File: src/sv/medf_pkg.sv
package medf_pkg;

    localparam int MAX_WIDTH  = 128;
    localparam int MAX_HEIGHT = 128;
    localparam int WIN_SIZE   = 9;
    localparam int PIX_W      = 8;
    localparam int POS_W      = 7;
    localparam int DIM_W      = 8;
    localparam int WIN_IDX_W  = 4;

    // mid queue between the window front and the median back
    localparam int Q_DEPTH    = 4;
    localparam int Q_PTR_W    = 2;
    localparam int Q_CNT_W    = 3;

    // result queue at the output
    localparam int OUT_DEPTH  = 4;
    localparam int OUT_PTR_W  = 2;
    localparam int OUT_CNT_W  = 3;

    localparam logic [DIM_W-1:0] DIM_RESET  = DIM_W'(100);
    localparam logic [DIM_W-1:0] DIM_MIN    = DIM_W'(3);
    localparam logic [DIM_W-1:0] WIDTH_MAX  = DIM_W'(MAX_WIDTH);
    localparam logic [DIM_W-1:0] HEIGHT_MAX = DIM_W'(MAX_HEIGHT);

    typedef enum logic {
        CFG_WIDTH  = 1'b0,
        CFG_HEIGHT = 1'b1
    } t_cfg_idx;

    typedef logic [WIN_SIZE-1:0][PIX_W-1:0] t_win;

    typedef struct packed {
        logic [POS_W-1:0] crow;
        logic [POS_W-1:0] ccol;
        logic             done;
    } t_tag;

    typedef struct packed {
        t_win win;
        t_tag tag;
    } t_win_item;

    typedef struct packed {
        logic [PIX_W-1:0] median;
        t_tag             tag;
    } t_res;

    function automatic logic [DIM_W-1:0] clamp_dim(logic [DIM_W-1:0] v,
                                                   logic [DIM_W-1:0] maxv);
        logic [DIM_W-1:0] r;
        r = v;
        if (v < DIM_MIN) begin
            r = DIM_MIN;
        end else if (v > maxv) begin
            r = maxv;
        end
        return r;
    endfunction

    // compare-exchange: min to a, max to b
    function automatic t_win cx(t_win w, logic [WIN_IDX_W-1:0] a,
                                logic [WIN_IDX_W-1:0] b);
        t_win r;
        r = w;
        if (w[a] > w[b]) begin
            r[a] = w[b];
            r[b] = w[a];
        end
        return r;
    endfunction

    // median network, first part: sort each row
    function automatic t_win med_stage1(t_win w);
        t_win r;
        r = w;
        r = cx(r, 4'd1, 4'd2);
        r = cx(r, 4'd4, 4'd5);
        r = cx(r, 4'd7, 4'd8);
        r = cx(r, 4'd0, 4'd1);
        r = cx(r, 4'd3, 4'd4);
        r = cx(r, 4'd6, 4'd7);
        r = cx(r, 4'd1, 4'd2);
        r = cx(r, 4'd4, 4'd5);
        r = cx(r, 4'd7, 4'd8);
        return r;
    endfunction

    function automatic t_win med_stage2(t_win w);
        t_win r;
        r = w;
        r = cx(r, 4'd0, 4'd3);
        r = cx(r, 4'd5, 4'd8);
        r = cx(r, 4'd4, 4'd7);
        r = cx(r, 4'd3, 4'd6);
        r = cx(r, 4'd1, 4'd4);
        r = cx(r, 4'd2, 4'd5);
        r = cx(r, 4'd4, 4'd7);
        return r;
    endfunction

    // median ends up in entry 4
    function automatic t_win med_stage3(t_win w);
        t_win r;
        r = w;
        r = cx(r, 4'd4, 4'd2);
        r = cx(r, 4'd6, 4'd4);
        r = cx(r, 4'd4, 4'd2);
        return r;
    endfunction

endpackage

File: src/sv/median_filter_3x3_unit.sv
// Path: a pixel that completes a window passes the line store read registers,
// the window shift into the mid queue, then three median network stages.
// Throughput: one pixel per cycle while full is low; full holds off input when
// the mid queue is near full. The nine-input median network is fully pipelined.
// Reset: synchronous, active low; clears counters, window and queues and sets
// width and height to 100. Line stores are not cleared.
module median_filter_3x3_unit (
    input  logic                           i_clk,
    input  logic                           i_rst_n,
    // pixel input queue
    input  logic                           push,
    output logic                           full,
    input  logic [medf_pkg::PIX_W-1:0]     i_pixel,
    // result output queue
    output logic                           empty,
    input  logic                           pop,
    output logic [medf_pkg::PIX_W-1:0]     o_median,
    output logic [medf_pkg::POS_W-1:0]     o_center_row,
    output logic [medf_pkg::POS_W-1:0]     o_center_col,
    output logic                           o_frame_done,
    // configuration write channel
    input  logic                           i_cfg_valid,
    output logic                           o_cfg_ready,
    input  medf_pkg::t_cfg_idx             i_cfg_index,
    input  logic [medf_pkg::DIM_W-1:0]     i_cfg_data
);
    import medf_pkg::*;

    logic [DIM_W-1:0]   r_cfg_width;
    logic [DIM_W-1:0]   r_cfg_height;
    logic [DIM_W-1:0]   width_eff;
    logic [DIM_W-1:0]   height_eff;

    logic               acc;
    logic               q_push;
    logic               q_pop;
    logic               q_empty;
    logic [Q_CNT_W-1:0] q_cnt;
    t_win_item          q_in;
    t_win_item          q_out;
    t_res               res;

    // Configuration: always ready; write only while the block is idle.
    assign o_cfg_ready = 1'b1;

    always_ff @(posedge i_clk) begin
        if (!i_rst_n) begin
            r_cfg_width  <= DIM_RESET;
            r_cfg_height <= DIM_RESET;
        end else if (i_cfg_valid && o_cfg_ready) begin
            case (i_cfg_index)
                CFG_WIDTH: begin
                    r_cfg_width <= i_cfg_data;
                end
                CFG_HEIGHT: begin
                    r_cfg_height <= i_cfg_data;
                end
                default: begin
                end
            endcase
        end
    end

    // Clamp register values to the supported frame size.
    assign width_eff  = clamp_dim(r_cfg_width, WIDTH_MAX);
    assign height_eff = clamp_dim(r_cfg_height, HEIGHT_MAX);

    // A pixel transfer happens on push while not full.
    assign acc = push && !full;

    // Front: raster counters, line stores and the 3x3 window. Hold off input
    // when the mid queue could not take the window now in flight.
    medf_front u_front (
        .i_clk    (i_clk),
        .i_rst_n  (i_rst_n),
        .i_acc    (acc),
        .i_pixel  (i_pixel),
        .i_width  (width_eff),
        .i_height (height_eff),
        .i_q_cnt  (q_cnt),
        .o_full   (full),
        .o_q_push (q_push),
        .o_q_item (q_in)
    );

    // Mid queue: decouple window generation from the median pipeline.
    medf_queue u_queue (
        .i_clk   (i_clk),
        .i_rst_n (i_rst_n),
        .i_push  (q_push),
        .i_item  (q_in),
        .i_pop   (q_pop),
        .o_item  (q_out),
        .o_empty (q_empty),
        .o_cnt   (q_cnt)
    );

    // Back: median network and output queue; advance only on credit.
    medf_back u_back (
        .i_clk     (i_clk),
        .i_rst_n   (i_rst_n),
        .i_q_empty (q_empty),
        .i_q_item  (q_out),
        .o_q_pop   (q_pop),
        .i_pop     (pop),
        .o_empty   (empty),
        .o_res     (res)
    );

    assign o_median     = res.median;
    assign o_center_row = res.tag.crow;
    assign o_center_col = res.tag.ccol;
    assign o_frame_done = res.tag.done;

`ifndef ASSERT_OFF
    a_q_no_overflow: assert property (@(posedge i_clk) disable iff (!i_rst_n)
        q_push |-> (q_cnt != Q_CNT_W'(Q_DEPTH)) || q_pop)
        else $error("mid queue overflow");

    a_q_no_underflow: assert property (@(posedge i_clk) disable iff (!i_rst_n)
        q_pop |-> !q_empty)
        else $error("mid queue underflow");

    a_reset_empty: assert property (@(posedge i_clk)
        !i_rst_n |=> empty)
        else $error("result queue not empty after reset");
`endif

endmodule

File: src/sv/medf_front.sv
module medf_front (
    input  logic                          i_clk,
    input  logic                          i_rst_n,
    input  logic                          i_acc,
    input  logic [medf_pkg::PIX_W-1:0]    i_pixel,
    input  logic [medf_pkg::DIM_W-1:0]    i_width,
    input  logic [medf_pkg::DIM_W-1:0]    i_height,
    input  logic [medf_pkg::Q_CNT_W-1:0]  i_q_cnt,
    output logic                          o_full,
    output logic                          o_q_push,
    output medf_pkg::t_win_item           o_q_item
);
    import medf_pkg::*;

    logic [PIX_W-1:0] r_mem_up  [MAX_WIDTH];
    logic [PIX_W-1:0] r_mem_mid [MAX_WIDTH];
    logic [PIX_W-1:0] r_rd_up;
    logic [PIX_W-1:0] r_rd_mid;

    logic [POS_W-1:0] r_col, n_col;
    logic [POS_W-1:0] r_row, n_row;

    logic             r_s1_v;
    logic             r_s1_emit;
    logic [PIX_W-1:0] r_s1_px;
    logic [POS_W-1:0] r_s1_col;
    t_tag             r_s1_tag;

    t_win             r_win, n_win;

    logic [DIM_W-1:0] col_inc, row_inc;
    logic             emit, done;
    logic [Q_CNT_W:0] used;

    // line stores: read old entries, write new pixel into the middle row
    always_ff @(posedge i_clk) begin
        if (i_acc) begin
            r_rd_up          <= r_mem_up[r_col];
            r_rd_mid         <= r_mem_mid[r_col];
            r_mem_mid[r_col] <= i_pixel;
        end
        if (r_s1_v) begin
            r_mem_up[r_s1_col] <= r_rd_mid;
        end
    end

    always_comb begin
        col_inc = {1'b0, r_col} + DIM_W'(1);
        row_inc = {1'b0, r_row} + DIM_W'(1);
        n_col   = r_col;
        n_row   = r_row;
        if (col_inc >= i_width) begin
            n_col = '0;
            n_row = (row_inc >= i_height) ? '0 : row_inc[POS_W-1:0];
        end else begin
            n_col = col_inc[POS_W-1:0];
        end
        emit = (r_row >= POS_W'(2)) && (r_col >= POS_W'(2));
        done = ({1'b0, r_row} == i_height - DIM_W'(1))
            && ({1'b0, r_col} == i_width - DIM_W'(1));
    end

    always_ff @(posedge i_clk) begin
        if (!i_rst_n) begin
            r_col     <= '0;
            r_row     <= '0;
            r_s1_v    <= 1'b0;
            r_s1_emit <= 1'b0;
        end else begin
            r_s1_v    <= i_acc;
            r_s1_emit <= i_acc && emit;
            if (i_acc) begin
                r_col <= n_col;
                r_row <= n_row;
            end
        end
    end

    always_ff @(posedge i_clk) begin
        if (i_acc) begin
            r_s1_px       <= i_pixel;
            r_s1_col      <= r_col;
            r_s1_tag.crow <= r_row - POS_W'(1);
            r_s1_tag.ccol <= r_col - POS_W'(1);
            r_s1_tag.done <= done;
        end
    end

    // shift the window left, load the new column
    always_comb begin
        n_win    = r_win;
        n_win[0] = r_win[1];
        n_win[1] = r_win[2];
        n_win[2] = r_rd_up;
        n_win[3] = r_win[4];
        n_win[4] = r_win[5];
        n_win[5] = r_rd_mid;
        n_win[6] = r_win[7];
        n_win[7] = r_win[8];
        n_win[8] = r_s1_px;
    end

    always_ff @(posedge i_clk) begin
        if (!i_rst_n) begin
            r_win <= '0;
        end else if (r_s1_v) begin
            r_win <= n_win;
        end
    end

    assign o_q_push     = r_s1_v && r_s1_emit;
    assign o_q_item.win = n_win;
    assign o_q_item.tag = r_s1_tag;

    assign used   = {1'b0, i_q_cnt} + {{Q_CNT_W{1'b0}}, o_q_push};
    assign o_full = used >= (Q_CNT_W + 1)'(Q_DEPTH);

endmodule

File: src/sv/medf_queue.sv
module medf_queue (
    input  logic                          i_clk,
    input  logic                          i_rst_n,
    input  logic                          i_push,
    input  medf_pkg::t_win_item           i_item,
    input  logic                          i_pop,
    output medf_pkg::t_win_item           o_item,
    output logic                          o_empty,
    output logic [medf_pkg::Q_CNT_W-1:0]  o_cnt
);
    import medf_pkg::*;

    t_win_item          r_buf [Q_DEPTH];
    logic [Q_PTR_W-1:0] r_wp;
    logic [Q_PTR_W-1:0] r_rp;
    logic [Q_CNT_W-1:0] r_cnt;

    always_ff @(posedge i_clk) begin
        if (i_push) begin
            r_buf[r_wp] <= i_item;
        end
    end

    always_ff @(posedge i_clk) begin
        if (!i_rst_n) begin
            r_wp  <= '0;
            r_rp  <= '0;
            r_cnt <= '0;
        end else begin
            if (i_push) begin
                r_wp <= r_wp + Q_PTR_W'(1);
            end
            if (i_pop) begin
                r_rp <= r_rp + Q_PTR_W'(1);
            end
            r_cnt <= r_cnt + Q_CNT_W'(i_push) - Q_CNT_W'(i_pop);
        end
    end

    assign o_item  = r_buf[r_rp];
    assign o_empty = (r_cnt == '0);
    assign o_cnt   = r_cnt;

endmodule

File: src/sv/medf_back.sv
module medf_back (
    input  logic                          i_clk,
    input  logic                          i_rst_n,
    input  logic                          i_q_empty,
    input  medf_pkg::t_win_item           i_q_item,
    output logic                          o_q_pop,
    input  logic                          i_pop,
    output logic                          o_empty,
    output medf_pkg::t_res                o_res
);
    import medf_pkg::*;

    logic                 r_v1, r_v2;
    t_win                 r_w1, r_w2;
    t_tag                 r_t1, r_t2;
    t_win                 sorted;

    t_res                 r_oq [OUT_DEPTH];
    logic [OUT_PTR_W-1:0] r_wp, r_rp;
    logic [OUT_CNT_W-1:0] r_cnt;
    logic [OUT_CNT_W:0]   committed;
    logic                 pop_out;

    // take an item only when the output queue has room for all in flight
    assign committed = {1'b0, r_cnt} + (OUT_CNT_W + 1)'(r_v1)
                     + (OUT_CNT_W + 1)'(r_v2);
    assign o_q_pop   = !i_q_empty && (committed < (OUT_CNT_W + 1)'(OUT_DEPTH));
    assign pop_out   = i_pop && !o_empty;
    assign sorted    = med_stage3(r_w2);

    always_ff @(posedge i_clk) begin
        if (!i_rst_n) begin
            r_v1 <= 1'b0;
            r_v2 <= 1'b0;
        end else begin
            r_v1 <= o_q_pop;
            r_v2 <= r_v1;
        end
    end

    always_ff @(posedge i_clk) begin
        r_w1 <= med_stage1(i_q_item.win);
        r_t1 <= i_q_item.tag;
        r_w2 <= med_stage2(r_w1);
        r_t2 <= r_t1;
        if (r_v2) begin
            r_oq[r_wp].median <= sorted[4];
            r_oq[r_wp].tag    <= r_t2;
        end
    end

    always_ff @(posedge i_clk) begin
        if (!i_rst_n) begin
            r_wp  <= '0;
            r_rp  <= '0;
            r_cnt <= '0;
        end else begin
            if (r_v2) begin
                r_wp <= r_wp + OUT_PTR_W'(1);
            end
            if (pop_out) begin
                r_rp <= r_rp + OUT_PTR_W'(1);
            end
            r_cnt <= r_cnt + OUT_CNT_W'(r_v2) - OUT_CNT_W'(pop_out);
        end
    end

    assign o_empty = (r_cnt == '0);
    assign o_res   = r_oq[r_rp];

endmodule
File: config.mk
export PLATFORM = sky130hd
export DESIGN_NAME = median_filter_3x3_unit
export DESIGN_NICKNAME = d
export VERILOG_FILES = /design/src/sv/medf_pkg.sv /design/src/sv/median_filter_3x3_unit.sv /design/src/sv/medf_front.sv /design/src/sv/medf_queue.sv /design/src/sv/medf_back.sv
export SDC_FILE = /design/constraint.sdc
export NUM_CORES = 2
export LEC_CHECK = 0
export BUFFER_PORTS_ARGS = -buffer_cell sky130_fd_sc_hd__buf_4
export CORE_AREA = 5 5 488 490
export CTS_BUF_LIST = sky130_fd_sc_hd__clkbuf_8
export CTS_CLUSTER_SIZE = 40
export DETAILED_ROUTE_END_ITERATION = 10
export DIE_AREA = 0 0 493 495
export HOLD_SLACK_MARGIN = 0.02
export PLACE_DENSITY = 0.75
export SYNTH_ARGS = -nofsm -noshare
export SYNTH_HDL_FRONTEND = slang
export SYNTH_HIERARCHICAL = 1
export SYNTH_SLANG_ARGS = --single-unit
export TNS_END_PERCENT = 20
File: constraint.sdc
create_clock -name i_clk -period 10.63 [get_ports i_clk]
set_input_delay 0.5315 -clock i_clk [delete_from_list [all_inputs] [get_ports i_clk]]
set_output_delay 0.5315 -clock i_clk [all_outputs]
set_load 0.1 [all_outputs]
==> qor.yml <==
run_status:
  status: "complete, no violations"
timing:
  slew-limit-headroom: 0.1192
  finalWorstSetupSlack_ns: 2.834
  rsz0062_at_grt: "false"
  timing.fmax_ghz: 0.1283
  tightest_slew_ns: 1.318
  period_share: 0.7334
  hold_violations: 0
  setup_violations: 0
  tns_ns: 0
  finalClockSkew_ns: 0.08847
  maxSlewViolCount: 0
  min_period_ns: 7.796
placement:
  gp_congestion: 0.8766
  port_buffers: 46
  post-place-ws_ns: 2.842
  hpwlAfterDp_mm: 151.3
  placedInstanceArea_um2: 114300
route:
  final_antenna_net_count: 0
  avgViaCountPerCell: 5.980
  drtIter0Drc: 6269
  drc_errors: 0
  wirelength_mm: 247.7
  wl_per_cell_um: 25.21
  vias: 58745
  drtPass1Iterations: 6
clock_tree:
  root_buffer: "clkbuf_8"
  cts_setup_buffers: 0
  clkLatencyLatePin_ns: 1.07
  cts-buffers-inserted: 427
  cts.path.max_buffers: 4
  htree_levels: 5
  clk_pin_slew_ns: 0.06
  cts.sinks: 2760
  cts_tree: "done"
critical_path:
  critPathRequiredTime_ns: 11.55
  cp.arrival_ns: 8.72
  worstSetupStartpointType: "register"
  critPathKind: "register to register"
  cp-end-kind: "register"
  critPathMaxFanout: 46
final_layout:
  fill_cells: 17805
  nNetsFinal: 6627
  drive_above_1_share: 0.1867
  synthToLayoutAreaGrowth_pct: 9.989
  stdcell_area_um2: 122200
die:
  num_io_pins: 48
  start_util: 0.4756
  dieWidth_um: 493
  dieArea_um2: 244000
  die_h_um: 495
  core_area_um2: 233600
  fp-row-count: 178
power:
  ir_drop_v: 0.0003690
  power.total_uw: 30210
  power_density_nw_per_um2: 247.2
  p_leak_uw: 0.03937
global_routing:
  overflow: 0
  grt_antenna_before_repair: 7
  grt_pass1_vias: 59013
  grt_max_degree: 137
  grt_pass1_wl_mm: 372.8
  grt_use_total: 0.2001
synthesis:
  synth.top_cell.area_share: 0.6849
  synth_edf_count: 2534
  synth_area_um2: 111100
  ys_types: 95
  ys.flop_type: "edfxtp_1"
  synth.most_common_cell: "edfxtp_1"
  synth_fp_nets: 6351
  yosysSeqAreaShare: 0.7256
  ys_async_sr_fraction: 0
  ys_ff_latch: 2760
  synth_top_area_cell: "edfxtp_1"
  avgSynthCellArea_um2: 18.08
  synth_cells: 6145
  yosysWarnings: 6
  synthTopCellsByArea: "edfxtp_1 (68%), mux4_2 (10%), dfxtp_1 (4.1%), mux2i_1 (3.2%), ha_1 (2.0%)"
  synth_common_cells: "edfxtp_1 (2,534), mux4_2 (495), nor2_1 (408)"
flow_run:
  cap_viol_max_count: 0
hold_path:
  hold_class: "input pin to register"
[cells by family (layout without fill, tap and decap cells)]
logic type	count (synthesis)	count (layout)	share of synthesized area
buffers and inverters	496	1105	0.02204
muxes	877	877	0.1351
other	1	11	0.00003375
xor gates and xnor gates	43	43	0.003514
AOI/OAI and AO/OA	852	852	0.05361
adders and majority gates	188	188	0.02124
and+or+nand+nor	928	928	0.03884
DFF	2760	2760	0.7256
[where the power goes]
part | internal [uW] | switching (uW) | total [uW]
combinational | 3540 | 5620 | 9150
clock | 3960 | 3930 | 7890
sequential | 12800 | 370 | 13200
[stage by stage]
stage / hold slack, ns / instances / util
after floorplan: 0.3096 / 6145 / -
after global placement: 0.3106 / 9021 / 0.4892
after detailed placement: 0.3121 / 9021 / 0.4892
after CTS: 0.1235 / 9814 / 0.5230
after global routing: 0.1727 / 9820 / 0.5230
final: 0.2656 / 9824 / 0.5231
[routing by layer]
layer / global-route usage / part of all wire
met1: 0.2790 / 0.40
met2: 0.3169 / 0.48
met3: 0.04212 / 0.090
met4: 0.06768 / 0.032
met5: 0 / 0
[layout make-up]
type	count	area (um^2)	area share
Sequential cell	2760	80640	0.6599
Inverter	178	668.1	0.005468
Timing Repair Buffer	165	1379	0.01128
Clock buffer	441	6070	0.04967
Antenna cell	10	25.02	0.0002048
Tap cell	3060	3829	0.03133
Clock inverter	321	1504	0.01231
Multi-Input combinational cell	2889	28090	0.2299
[final timing paths]
path | start | to | slack (ns) | cells after the start
max | register | u_back/r_w1[32]$_DFF_P_ | 2.83 | 27
min | push | u_front/o_q_item[1]$_DFFE_PP_ | 0.27 | 3
max reg2reg | register | u_back/r_w1[32]$_DFF_P_ | 2.83 | 27
min reg2reg | u_back/r_t1[10]$_DFF_P_ | u_back/r_t2[10]$_DFF_P_ | 0.32 | 0
[critical path: stages (launching register included)]
cell and delay, ns:
dfxtp_4 0.69, buf_12 0.37, mux4_2 0.63, inv_1 0.12, ha_1 0.24, nor2b_1 0.14
o211ai_2 0.17, a21boi_2 0.11, o21ai_4 0.61, nand2_1 0.11, o21ai_0 0.20, inv_1 0.12
ha_1 0.30, and4_1 0.23, nand3_1 0.11, nor3_1 0.07, o221a_2 0.32, o2bb2ai_2 0.86
a21oi_1 0.19, ha_1 0.35, a21o_1 0.18, a21o_1 0.18, o21ai_0 0.30, a21o_1 0.23
nor2_1 0.09, inv_1 0.13, o21ai_2 0.11, a222oi_1 0.41
[flip-flops by register name, indices dropped and copies added, names as in the netlist, 7 cells and up, named ones only]
register / cells
u_front/r_s1_px: 8
u_front/r_mem_mid: 1024
u_front/o_q_item: 63
u_front/r_col: 7
r_cfg_height: 8
r_cfg_width: 8
u_front/r_rd_up: 8
u_back/r_oq: 92
u_back/r_t2: 15
u_back/r_t1: 15
u_queue/r_buf: 348
u_front/r_rd_mid: 8
u_front/r_s1_col: 7
u_back/r_w1: 72
u_front/r_row: 7
u_back/r_w2: 24
u_front/r_mem_up: 1024
[layout by cell type, fill, tap and decap left out, types with 16 or more instances in the layout]
cell type	netlist	layout
edfxtp_1	2534	2534
mux4_2	495	495
clkbuf_8	0	441
nor2_1	408	408
mux2i_1	355	355
inv_1	178	317
dfxtp_1	226	220
ha_1	182	182
nand2_1	176	176
a22oi_1	171	171
a21oi_1	146	146
a211oi_1	133	133
buf_4	29	129
o22ai_1	127	127
clkinv_1	0	100
nor2b_1	96	94
o21ai_0	86	86
clkinv_2	0	56
nand3_1	57	54
nand4_1	37	37
dlygate4sd3_1	0	31
a21o_1	31	31
or3_1	31	31
o221a_2	29	29
and2_1	31	27
nor3_1	25	25
mux2_2	25	25
o21a_1	24	24
xor2_1	22	22
xnor2_1	20	20
nand2b_1	16	16
[what timing repair did]
action                    in CTS  in global routing
gates resized for setup        0                  0
hold endpoints to repair     404                  0
hold buffers                  31                  0
Power figures use the tool's default switching activity.
